$ cat src/hdl/ps2mpt_pkg.sv
// Shared types and constants for the PS/2 mouse packet tracker.
// Used by the assembler, the cursor unit and the top level; no dependencies.
package ps2mpt_pkg;

    localparam logic [7:0] STAT_FULL   = 8'h01;
    localparam logic [7:0] STAT_AUX    = 8'h20;
    localparam logic [7:0] HDR_SYNC    = 8'h08;
    localparam logic [7:0] HDR_OVF     = 8'hC0;
    localparam logic [7:0] HDR_BUTTONS = 8'h07;
    localparam logic [15:0] POS_MAX    = 16'hFFFF;

    // Position of the next expected byte within a three-byte packet.
    typedef enum logic [1:0] {
        PH_HEADER = 2'd0,
        PH_XMOVE  = 2'd1,
        PH_YMOVE  = 2'd2
    } t_phase;

    // A packet that completed without overflow, as seen by the cursor unit.
    typedef struct packed {
        logic       done;
        logic [7:0] header;
        logic [7:0] xmove;
        logic [7:0] ymove;
    } t_pkt;

    typedef struct packed {
        logic [15:0]       pos_x;
        logic [15:0]       pos_y;
        logic signed [7:0] delta_x;
        logic signed [8:0] delta_y;
        logic [2:0]        button_bits;
    } t_result;

endpackage

$ cat src/hdl/ps2_mouse_packet_tracker_core.sv
// Top level of the PS/2 mouse packet tracker: input register, packet assembler,
// cursor unit and output register. Depends on ps2mpt_pkg, ps2mpt_assembler, ps2mpt_cursor.
//
// Each input item is one controller read (status byte and data byte). Reads that do
// not show output-full and aux source are ignored. Three-byte packets are assembled,
// resyncing on header bit 3; packets with an overflow bit are dropped. Each good
// packet yields one result item with the clamped position, the deltas (dy negated)
// and the button bits. An item is accepted every cycle while the output is not stalled:
// it is held in the input register, is processed there in a single pass, and its
// result lands in the output register, where it is presented once the last packet
// byte has passed through the input register. The output register holds a result
// while the sink stalls; the input register keeps accepting as long as its item can
// move on in the same cycle.
module ps2_mouse_packet_tracker_core (
    input  logic        i_clk,
    input  logic        i_rst_n,
    input  logic        i_s_tvalid,
    output logic        o_s_tready,
    input  logic [15:0] i_s_tdata,   // [7:0] ctrl_status, [15:8] rx_byte
    output logic        o_m_tvalid,
    input  logic        i_m_tready,
    output logic [55:0] o_m_tdata    // [15:0] pos_x, [31:16] pos_y, [39:32] delta_x,
                                     // [48:40] delta_y, [51:49] button_bits, [55:52] zero
);

    logic                r_in_valid;
    logic [7:0]          r_status;
    logic [7:0]          r_byte;
    logic                r_out_valid;
    ps2mpt_pkg::t_result r_out;
    logic                w_advance;
    ps2mpt_pkg::t_pkt    w_pkt;
    ps2mpt_pkg::t_result w_result;

    // The held read is processed when the output register is free or being drained.
    assign w_advance  = r_in_valid && (!r_out_valid || i_m_tready);
    assign o_s_tready = !r_in_valid || w_advance;

    ps2mpt_assembler u_assembler (
        .i_clk    (i_clk),
        .i_rst_n  (i_rst_n),
        .i_step   (w_advance),
        .i_status (r_status),
        .i_byte   (r_byte),
        .o_pkt    (w_pkt)
    );

    ps2mpt_cursor u_cursor (
        .i_clk    (i_clk),
        .i_rst_n  (i_rst_n),
        .i_pkt    (w_pkt),
        .o_result (w_result)
    );

    always_ff @(posedge i_clk) begin
        if (!i_rst_n) begin
            r_in_valid <= 1'b0;
        end else if (o_s_tready) begin
            r_in_valid <= i_s_tvalid;
        end
    end

    always_ff @(posedge i_clk) begin
        if (o_s_tready && i_s_tvalid) begin
            r_status <= i_s_tdata[7:0];
            r_byte   <= i_s_tdata[15:8];
        end
    end

    always_ff @(posedge i_clk) begin
        if (!i_rst_n) begin
            r_out_valid <= 1'b0;
        end else if (w_advance) begin
            r_out_valid <= w_pkt.done;
        end else if (i_m_tready) begin
            r_out_valid <= 1'b0;
        end
    end

    always_ff @(posedge i_clk) begin
        if (w_advance && w_pkt.done) begin
            r_out <= w_result;
        end
    end

    assign o_m_tvalid = r_out_valid;
    assign o_m_tdata  = {4'b0000, r_out.button_bits, r_out.delta_y, r_out.delta_x,
                         r_out.pos_y, r_out.pos_x};

endmodule

$ cat src/hdl/ps2mpt_assembler.sv
// Byte phase tracker that assembles three-byte PS/2 packets from controller reads.
// Depends on ps2mpt_pkg.
module ps2mpt_assembler (
    input  logic              i_clk,
    input  logic              i_rst_n,
    input  logic              i_step,
    input  logic [7:0]        i_status,
    input  logic [7:0]        i_byte,
    output ps2mpt_pkg::t_pkt  o_pkt
);

    ps2mpt_pkg::t_phase r_phase, n_phase;
    logic [7:0]         r_header, n_header;
    logic [7:0]         r_xmove, n_xmove;
    logic               w_live;

    // A read counts only when the buffer is full and the byte came from the aux port.
    assign w_live = i_step
                  && ((i_status & ps2mpt_pkg::STAT_FULL) != 8'h00)
                  && ((i_status & ps2mpt_pkg::STAT_AUX) != 8'h00);

    always_comb begin
        n_phase     = r_phase;
        n_header    = r_header;
        n_xmove     = r_xmove;
        o_pkt.done   = 1'b0;
        o_pkt.header = r_header;
        o_pkt.xmove  = r_xmove;
        o_pkt.ymove  = i_byte;
        if (w_live) begin
            case (r_phase)
                ps2mpt_pkg::PH_XMOVE: begin
                    n_xmove = i_byte;
                    n_phase = ps2mpt_pkg::PH_YMOVE;
                end
                ps2mpt_pkg::PH_YMOVE: begin
                    n_phase    = ps2mpt_pkg::PH_HEADER;
                    o_pkt.done = ((r_header & ps2mpt_pkg::HDR_OVF) == 8'h00);
                end
                default: begin
                    // Header slot: a byte without the sync bit is skipped.
                    if ((i_byte & ps2mpt_pkg::HDR_SYNC) != 8'h00) begin
                        n_header = i_byte;
                        n_phase  = ps2mpt_pkg::PH_XMOVE;
                    end else begin
                        n_phase  = ps2mpt_pkg::PH_HEADER;
                    end
                end
            endcase
        end
    end

    always_ff @(posedge i_clk) begin
        if (!i_rst_n) begin
            r_phase  <= ps2mpt_pkg::PH_HEADER;
            r_header <= 8'h00;
            r_xmove  <= 8'h00;
        end else begin
            r_phase  <= n_phase;
            r_header <= n_header;
            r_xmove  <= n_xmove;
        end
    end

endmodule

$ cat src/hdl/ps2mpt_cursor.sv
// Cursor position accumulator with clamping at zero and at the top of the 16-bit range.
// Depends on ps2mpt_pkg.
module ps2mpt_cursor (
    input  logic                 i_clk,
    input  logic                 i_rst_n,
    input  ps2mpt_pkg::t_pkt     i_pkt,
    output ps2mpt_pkg::t_result  o_result
);

    logic [15:0]        r_cursor_x, n_cursor_x;
    logic [15:0]        r_cursor_y, n_cursor_y;
    logic signed [7:0]  w_dx;
    logic signed [8:0]  w_neg_dy;
    logic signed [17:0] w_sum_x;
    logic signed [17:0] w_sum_y;

    assign w_dx     = $signed(i_pkt.xmove);
    assign w_neg_dy = -$signed({i_pkt.ymove[7], i_pkt.ymove});
    assign w_sum_x  = $signed({2'b00, r_cursor_x}) + 18'(w_dx);
    assign w_sum_y  = $signed({2'b00, r_cursor_y}) + 18'(w_neg_dy);

    always_comb begin
        n_cursor_x = r_cursor_x;
        n_cursor_y = r_cursor_y;
        if (i_pkt.done) begin
            if (w_sum_x < 0) begin
                n_cursor_x = 16'h0000;
            end else if (w_sum_x > $signed({2'b00, ps2mpt_pkg::POS_MAX})) begin
                n_cursor_x = ps2mpt_pkg::POS_MAX;
            end else begin
                n_cursor_x = w_sum_x[15:0];
            end
            if (w_sum_y < 0) begin
                n_cursor_y = 16'h0000;
            end else if (w_sum_y > $signed({2'b00, ps2mpt_pkg::POS_MAX})) begin
                n_cursor_y = ps2mpt_pkg::POS_MAX;
            end else begin
                n_cursor_y = w_sum_y[15:0];
            end
        end
    end

    always_comb begin
        o_result.pos_x       = n_cursor_x;
        o_result.pos_y       = n_cursor_y;
        o_result.delta_x     = w_dx;
        o_result.delta_y     = w_neg_dy;
        o_result.button_bits = i_pkt.header[2:0] & ps2mpt_pkg::HDR_BUTTONS[2:0];
    end

    always_ff @(posedge i_clk) begin
        if (!i_rst_n) begin
            r_cursor_x <= 16'h0000;
            r_cursor_y <= 16'h0000;
        end else begin
            r_cursor_x <= n_cursor_x;
            r_cursor_y <= n_cursor_y;
        end
    end

endmodule
$ cat config.mk
export PLATFORM = sky130hd
export DESIGN_NAME = ps2_mouse_packet_tracker_core
export DESIGN_NICKNAME = d
export VERILOG_FILES = /design/src/hdl/ps2mpt_pkg.sv /design/src/hdl/ps2_mouse_packet_tracker_core.sv /design/src/hdl/ps2mpt_assembler.sv /design/src/hdl/ps2mpt_cursor.sv
export SDC_FILE = /design/constraint.sdc
export NUM_CORES = 1
export LEC_CHECK = 0
export BUFFER_PORTS_ARGS = -buffer_cell sky130_fd_sc_hd__buf_2
export CAP_MARGIN = 0
export CORE_MARGIN = 1
export CORE_UTILIZATION = 60
export DETAILED_ROUTE_END_ITERATION = 7
export PLACE_DENSITY = 0.9
export SLEW_MARGIN = 20
export SYNTH_ARGS = -nofsm -noshare
export SYNTH_HDL_FRONTEND = slang
export SYNTH_SLANG_ARGS = --single-unit
$ cat constraint.sdc
create_clock -name i_clk -period 6.81 [get_ports i_clk]
set_clock_uncertainty 0.05 [all_clocks]
set_input_delay 0.3405 -clock i_clk [delete_from_list [all_inputs] [get_ports i_clk]]
set_output_delay 0.3405 -clock i_clk [all_outputs]
set_load 0.05 [all_outputs]
== Word-level counts from Yosys, hierarchy flattened ==
Cells that the tools add are included.
Word-level totals
  register bits: 118
  bits in latches: 0
  bits in writable memories: 0
  memory bits (read-only): 0
  input port bits: 20
  logic and storage cells: 50
  memories kept: 0
Cells by class
  $add $sub $neg: 3
  multipliers: 0
  divide/modulo/power cells: 0
  $lt $le $gt $ge: 4
  equal/unequal tests: 2
  shift operators: 0
  multiplexer cells: 12
  bitwise logic cells: 1
  reduce and logical (&&, ||, !) cells: 14
Operators by type and width (count)
  16-bit two-way mux: 6
  18-bit by 17-bit greater-than comparator with 1-bit output, second input constant: 2
  18-bit by 1-bit less-than comparator with 1-bit output, second input constant: 2
  17-bit by 8-bit adder with 18-bit output: 1
  17-bit by 9-bit adder with 18-bit output: 1
  8-bit negator with 9-bit output: 1
  8-bit logical NOT: 1
  1-bit logical AND: 5
  1-bit two-way mux: 5
  2-bit case mux with 2 select lines: 1
  3-bit AND reduction: 1
  2-bit by 1-bit equality test with 1-bit output, second input constant: 1
  2-bit equality test, second input constant: 1
  1-bit logical NOT: 2
  1-bit logical OR: 2
  2-bit AND reduction: 1
  2-bit nonzero test: 1
  2-bit OR reduction: 1
  1-bit inverter: 1

== Depth between registers and ports, before layout ==
Gate-level depths: netlist of the first run.
  depth in word-level cells: 7
  depth in mapped cells: 16
  mapped depth without buffers: 15

== Modules after synthesis ==
A second synthesis of the first run with hierarchy kept.
Unflattened totals
  cells, all modules: 644
  area total of the unflattened synthesis: 6603.8 µm²
Modules (own cells, without submodules)
  ps2mpt_cursor: times used 1, cells an instance 476, area each 3597.2 µm²
  ps2_mouse_packet_tracker_core: times used 1, cells an instance 86, area each 2188.3 µm²
  ps2mpt_assembler: times used 1, cells an instance 82, area each 818.3 µm²

== Worst setup path after synthesis of the first run ==
OpenSTA, ideal clock, no wires.
  path type: register -> register
  from: reg r_byte[0]
  to: reg u_cursor.r_cursor_y[11]
  library setup time: 91 ps
  arrival: 3370 ps
  data required time: 6669 ps
  path slack: 3299 ps
  stages on the path, launching flop included: 17
  path buffers: 1
  clock period less this slack: 3511 ps
  path through: edfxtp_1 -> inv_1 -> ha_1 -> nand2_1 -> nor4_1 -> or2_2 -> inv_1 -> ha_1 -> o21ai_0 -> a21oi_1 -> o31a_1 -> o21ai_0 -> o211a_1 -> mux2i_4 -> buf_4 -> a21oi_1 -> a311oi_1
RTL lines
  start, declared: line ps2_mouse_packet_tracker_core.sv:28  | logic [7:0] r_byte;
  start signal, assigned: line ps2_mouse_packet_tracker_core.sv:66  | r_byte <= i_s_tdata[15:8];
  end signal, assigned: line ps2mpt_cursor.sv:57  | r_cursor_y <= n_cursor_y;
  end, declared: line ps2mpt_cursor.sv:11  | logic [15:0] r_cursor_y, n_cursor_y;

==> results by group, run 1 <==
Route
  • Vias after detailed routing: 4,607
  • Routed wire length: 12.1 mm
  • Post-route antenna net violation count: 0
  • Via density: 6.07
  • Detailed Route Iter0 Violations: approximately 270
  • DRC: 0
  • DRT Pass-1 Iters: 6
  • DR WL/cell: 15.9 um

Timing
  • RSZ-0062 raised after global routing: no
  • Pins over their slew limit: 0
  • Crit share post-route: 66.1%
  • Period minus WS final: 4500 ps
  • Relative slew margins: 30.2%
  • Worst slew pin tran: around 1000 ps
  • Final TNS setup: 0 ps
  • Fmax: 0.222 GHz
  • Endpoints failing setup: 0
  • Fin. Hold Viols: 0
  • Worst Slack Setup Final: 2310 ps

Power and ir drop
  • Internal power: 0.000902 W
  • Net Sw Frac: 22.5%
  • Pwr Density: 182 nW/um2
  • Clk pwr share: 32.4%
  • Seq pwr share: 61.5%
  • Max rail drop VDD: 129 uV
  • Gate power share: 6.0%
  • P_leak: 2.55 nW
  • NetSw: about 0.00026 W

GRT
  • Global Route Usage Sum: 25.2%
  • Wire length of the first global-routing pass: 19.9 mm
  • Grt total ovfl: 0
  • Initial antenna violation count: 0
  • Largest net degree at the start of global routing: 56
  • Vias in the first global route: 4,281

Outcome
  • Outcome: complete, no violations

Placed design
  • Pre-CTS setup slack: about 2400 ps
  • HPWL after detailed placement: 8.55 mm
  • Gp weighted congestion: ~0.9
  • IO Port Bufs: 67

Floorplan
  • Die Height: 100 um
  • Die width: 100 um
  • Die Footprint: 10,100 um2
  • Area of the core: 9330 um2
  • Ports: between 70 and 80
  • Row count: 35
  • Initial Util: between 60% and 70%

Synth
  • Synth cell types: between 60 and 70
  • Post-Syn Area: just under 6000 um2
  • Syn Inst Count: 565
  • Share of the yosys chip area belonging to registers: 48.9%
  • Synth Flop Type: edfxtp_1
  • Syn avg cell area: 10.3 um2
  • Post-synth EDFFs: 62
  • Synth warnings: 0
  • Fraction of registers with async set/reset: 0%
  • Seq cells post-synth: between 100 and 150

Clocking
  • Clock Latency Late Sink: roughly 370 ps
  • Clock-pin slew on the worst setup and hold paths: 90 ps
  • CTS tree: done
  • Root Driver: clkbuf_8
  • Max clock buf depth: 2
  • Post-CTS Hold Buffers: 0
  • CTS sink count: ~110
  • Post-cts sizing count: 0
  • CTS H-Tree Depth: 3
  • Post-CTS setup buffer count: 0
  • Total CTS buffers: 9

Flow run
  • Max Cap Viol: 0

Critical path
  • Max stage delay on crit path: 560 ps
  • Startpoint types: flop
  • CP Max Fanout: 28
  • Crit Path Class: flop to flop
  • Worst path slowest cell: nand2_1
  • Nature of the critical path endpoint: flop
  • Worst path cell trace: inv_1 > ha_1 > nand2_1 > nor4_1 > or2_2 > inv_1 > ha_1 > nand3_1 > nor2_1 > o21ai_0 > a31oi_1 > a31oi_1 > o2bb2ai_1 > nand2_1 > a311oi_1
  • Req. time, crit path: approximately 7000 ps
  • Worst EP arrival: 4700 ps

Layout
  • Layout fillers: 658
  • Antenna Cells: 0
  • Area Growth Syn to Fin: 10.1%
  • Share of cells above drive strength 1: 15.7%
  • Final net count: about 700

Worst hold path
  • Hold Path Class: input pin to flop
-- placed cells by master (no fill, tap or decap), types with 4 or more instances in the layout --
cell and count:
a21oi_1 64, o21ai_0 23, dfxtp_1 49, inv_1 12, mux2i_1 7, buf_2 67, a211oi_1 15, conb_1 4
nor2b_1 5, xor2_1 14, nand3_1 17, ha_1 41, xnor2_1 17, o21a_1 6, a21o_1 6, nor3_1 28
a31oi_1 13, nor2_1 50, and3_1 5, a311oi_1 7, edfxtp_1 62, nand2b_1 8, nand2_1 41, o211ai_1 4
clkbuf_8 9
-- final cells by class --
type / count / area [um2] / area share [%]
clock inverter: 4 / 48.8 / 0.762
inverter: 14 / 52.6 / 0.820
clock buffer: 11 / 131 / 2.05
multi-input combinational: 420 / 2810 / 43.9
tap: 129 / 161 / 2.52
timing repair buffer: 70 / 358 / 5.58
sequential: 111 / 2840 / 44.4
-- through the flow --
step	total power (W)	hold WS, ps	utilization, %	instance area, um2	std cells
detailed placement	0.000800	382	66.8	6230	744
CTS	0.00117	80.5	68.7	6410	759
global placement	0.000796	367	66.8	6230	744
finish	0.00116	93.1	68.7	6410	759
floorplan	0.000783	358	-	5830	568
global route	0.00121	68.8	68.7	6410	759
-- worst max-delay path: cells and delay by family (launching register included) --
| kind | cells | cell delay [ps] |
|---|---|---|
| flip-flops | 1 | 530 |
| adder cells (fa/ha/maj) | 2 | 650 |
| AO/OA/AOI/OAI | 5 | 1380 |
| AND/OR/NAND/NOR | 6 | 1400 |
| buffers and inverters | 2 | 360 |
-- synth_stat cells, types with 13 or more instances --
master    number  share of area [%]
a21oi_1       64                5.5
edfxtp_1      62                 32
nor2_1        50                3.2
dfxtp_1       49                 17
ha_1          41                8.8
nand2_1       41                2.6
nor3_1        28                2.4
o21ai_0       23                2.0
nand3_1       17                1.5
xnor2_1       17                2.6
a211oi_1      15                1.9
xor2_1        14                2.1
a31oi_1       13                1.4
-- kinds of logic after synthesis --
kind of cell / share of synthesized area (%)
other: 0.0645
adders and majority gates: 9.51
DFF: 48.9
AOI/OAI and AO/OA: 18.5
xor gates and xnor gates: 4.67
buffers and inverters: 2.99
and+or+nand+nor: 13.8
muxes: 1.59
-- routing by layer --
metal / share of wire (%) / vias up / wire length, um / GRT usage [%]
li1: - / 2219 / - / -
met5: 0 / - / 0 / 0
met1: 43 / 2147 / 5190 / 33.1
met3: 7.2 / 30 / 866 / 4.09
met4: 2.2 / 0 / 263 / 10.0
met2: 48 / 211 / 5780 / 41.7
-- final timing paths --
path                           startpoint                       to  slack [ps]  cells past startpoint
setup / recovery                r_byte[0]  u_cursor.r_cursor_y[14]        2310                     15
hold / removal              i_s_tdata[13]                r_byte[5]          90                      1
setup reg to reg                r_byte[0]  u_cursor.r_cursor_y[14]        2310                     15
hold reg to reg   u_assembler.r_header[1]            o_m_tdata[50]         390                      0
-- power by group through the flow --
stage,registers [W],clock network [W],logic [W]
final,0.000717,0.000378,0.0000703
after CTS,0.000717,0.000383,0.0000694
after global placement,0.000731,0,0.0000646
after floorplan,0.000729,0,0.0000540
after global routing,0.000718,0.000410,0.0000780
after detailed placement,0.000732,0,0.0000686
-- flip-flops by register name, summed over array words and instances (netlist names) --
name and flops:
o_m_tvalid 1, r_in_valid 1, u_cursor.r_cursor_y 16, r_byte 8
u_assembler.r_header 5, u_assembler.r_xmove 8, r_status 2, u_assembler.r_phase 2
u_cursor.r_cursor_x 16, o_m_tdata 52
Note: power is estimated with default switching activity, not from simulation.
==> run 2: changes to the inputs <==
- CORE_UTILIZATION: 60 -> 52
- PLACE_DENSITY: 0.9 -> 0.83
- clock period: 6.81 -> 4.1 ns (I/O delays scaled with it)
==> run 2 against run 1 <==
  * Hold slack lost 38 ps
  * Fmax rose by 12%
  * Combinational power up 99%
  * Utilization down 7.2 points
  * Design area rose by 4.6%
  * Largest power group unchanged
  * Global-route usage fell by 2.9 points
  * Sequential share of layout area shrank 1.9 points
  * Critical path type unchanged
  * First-iteration DRC count decreased by 31%
  * Largest cell class unchanged
==> results by group, run 2 (synthesis gave the netlist of run 1 again) <==
Outcome
  • Outcome: complete, no violations

Flow run
  • Max Cap Viol: 0

Placed design
  • IO Port Bufs: 67
  • HPWL after detailed placement: 8.72 mm
  • Gp weighted congestion: 0.924

Clocking
  • Clock Latency Late Sink: slightly below 400 ps
  • CTS sink count: between 100 and 150
  • Root Driver: clkbuf_8
  • CTS H-Tree Depth: 3
  • Total CTS buffers: 9
  • Max clock buf depth: 2
  • CTS tree: done
  • Clock-pin slew on the worst setup and hold paths: 110 ps

Floorplan
  • Ports: 78
  • Area of the core: approximately 11,000 um2
  • Initial Util: 53.4%
  • Die Height: 108 um
  • Die width: 108 um
  • Row count: 38
  • Die Footprint: 11,600 um2

Layout
  • Area Growth Syn to Fin: 15.2%
  • Layout fillers: between 800 and 900
  • Largest register FFs: 52
  • Commonest non-fill, non-tap cell in the layout: buf_2
  • Antenna Cells: 0
  • Final net count: 716
  • Share of cells above drive strength 1: a little under a fifth
  • Most frequent cells in the layout: 67 x buf_2, 64 x a21oi_1, 62 x edfxtp_1, 50 x nor2_1, 49 x dfxtp_1

Route
  • Vias after detailed routing: 4,669
  • Post-route antenna net violation count: 0
  • Via density: 5.85
  • DRC: 0
  • Detailed Route Iter0 Violations: 185
  • DR WL/cell: 15.7 um
  • DRT Pass-1 Iters: 4
  • Routed wire length: roughly 12 mm

Worst hold path
  • Hold Path Class: input pin to flop

Critical path
  • Crit Path Class: flop to flop
  • Startpoint types: flop
  • Req. time, crit path: 4300 ps
  • Nature of the critical path endpoint: flop
  • CP Max Fanout: 6
  • Worst EP arrival: about 4200 ps

GRT
  • Grt total ovfl: 0
  • Global Route Usage Sum: 22.2%
  • Wire length of the first global-routing pass: 20.2 mm
  • Largest net degree at the start of global routing: 52
  • Initial antenna violation count: 0
  • Vias in the first global route: around 4,500

Power and ir drop
  • P_leak: ~2.7 nW
  • Total Power: 0.00196 W
  • Max rail drop VDD: 205 uV
  • Pwr Density: 293 nW/um2

Timing
  • Fin. Hold Viols: 0
  • Final TNS setup: 0 ps
  • Fmax: 0.249 GHz
  • Worst slew pin tran: 1050 ps
  • Relative slew margins: 29.4%
  • Period minus WS final: 4010 ps
  • WHS: 55.5 ps
  • Endpoints failing setup: 0
  • Crit share post-route: ~98%
  • Pins over their slew limit: 0
run 2: cell types whose count changed in the layout (fill, tap and decap cells not counted), sizes merged:
cell	previous run	this run
bufinv	1	0
buf	70	85
clkinv	4	5
clkinvlp	0	2
inv	13	14
dlygate4sd3	0	11
clkbuf	11	10
run 2: metrics by stage:
step	instance area [um2]	setup slack [ps]	std cells	utilization, %
finish	6700	87.9	798	61.5
global route	6700	-111	798	61.5
CTS	6620	67.6	791	60.8
detailed placement	6310	4.50	763	58.0
global placement	6310	188	763	58.0
floorplan	5830	589	568	-
run 2: critical path, cell delays in order, from the launching register on:
cell	delay, ps
edfxtp_1	480
inv_1	120
ha_1	200
nand2_1	130
nor4_2	220
or2_4	250
clkinvlp_4	160
buf_4	160
ha_1	330
nand2_1	100
a21oi_1	90
o31a_1	280
o21ai_1	210
o211a_1	260
mux2i_4	290
buf_4	180
a21oi_1	70
a211oi_1	300
run 2: area by class of cell:
class | instances | area [um2] | area share [%]
Clock inverter | 6 | 65.1 | 0.971
Clock buffer | 10 | 128 | 1.90
Timing Repair inverter | 1 | 7.51 | 0.112
Timing Repair Buffer | 96 | 593 | 8.85
Inverter | 14 | 56.3 | 0.840
Tap cell | 140 | 175 | 2.61
Multi-Input combinational cell | 420 | 2830 | 42.3
Sequential cell | 111 | 2840 | 42.4
run 2: routing by layer:
metal / share of wire, % / up-vias / routed length [um] / GRT usage (%)
met5: 0 / - / 0 / 0
li1: - / 2261 / - / -
met3: 4.5 / 19 / 561 / 3.33
met1: 43 / 2251 / 5360 / 26.0
met2: 51 / 138 / 6370 / 39.4
met4: 1.7 / 0 / 214 / 11.3
run 2: worst paths after layout:
| path | startpoint | to | slack, ps | cells after the start |
|---|---|---|---|---|
| setup / recovery | r_byte[1] | u_cursor.r_cursor_y[13] | 90 | 17 |
| hold / removal | i_rst_n | u_assembler.r_phase[0] | 60 | 2 |
| setup reg to reg | r_byte[1] | u_cursor.r_cursor_y[13] | 90 | 17 |
| hold reg to reg | u_assembler.r_header[1] | o_m_tdata[50] | 390 | 0 |
run 2: where the power goes:
group          internal (W)  leakage, nW  total [W]  switching, W
sequential          0.00118        0.971    0.00119     0.0000112
combinational     0.0000570         1.60   0.000140     0.0000831
clock              0.000238       0.0972   0.000634      0.000396
run 2: timing repair:
action                                 CTS  global route
pin swaps                                0             1
cloned                                   0             1
setup buffers                            1             6
setup endpoints to repair                3            32
hold buffers                            11             0
endpoints found under the hold margin   11             0
gates resized for setup                  0             8
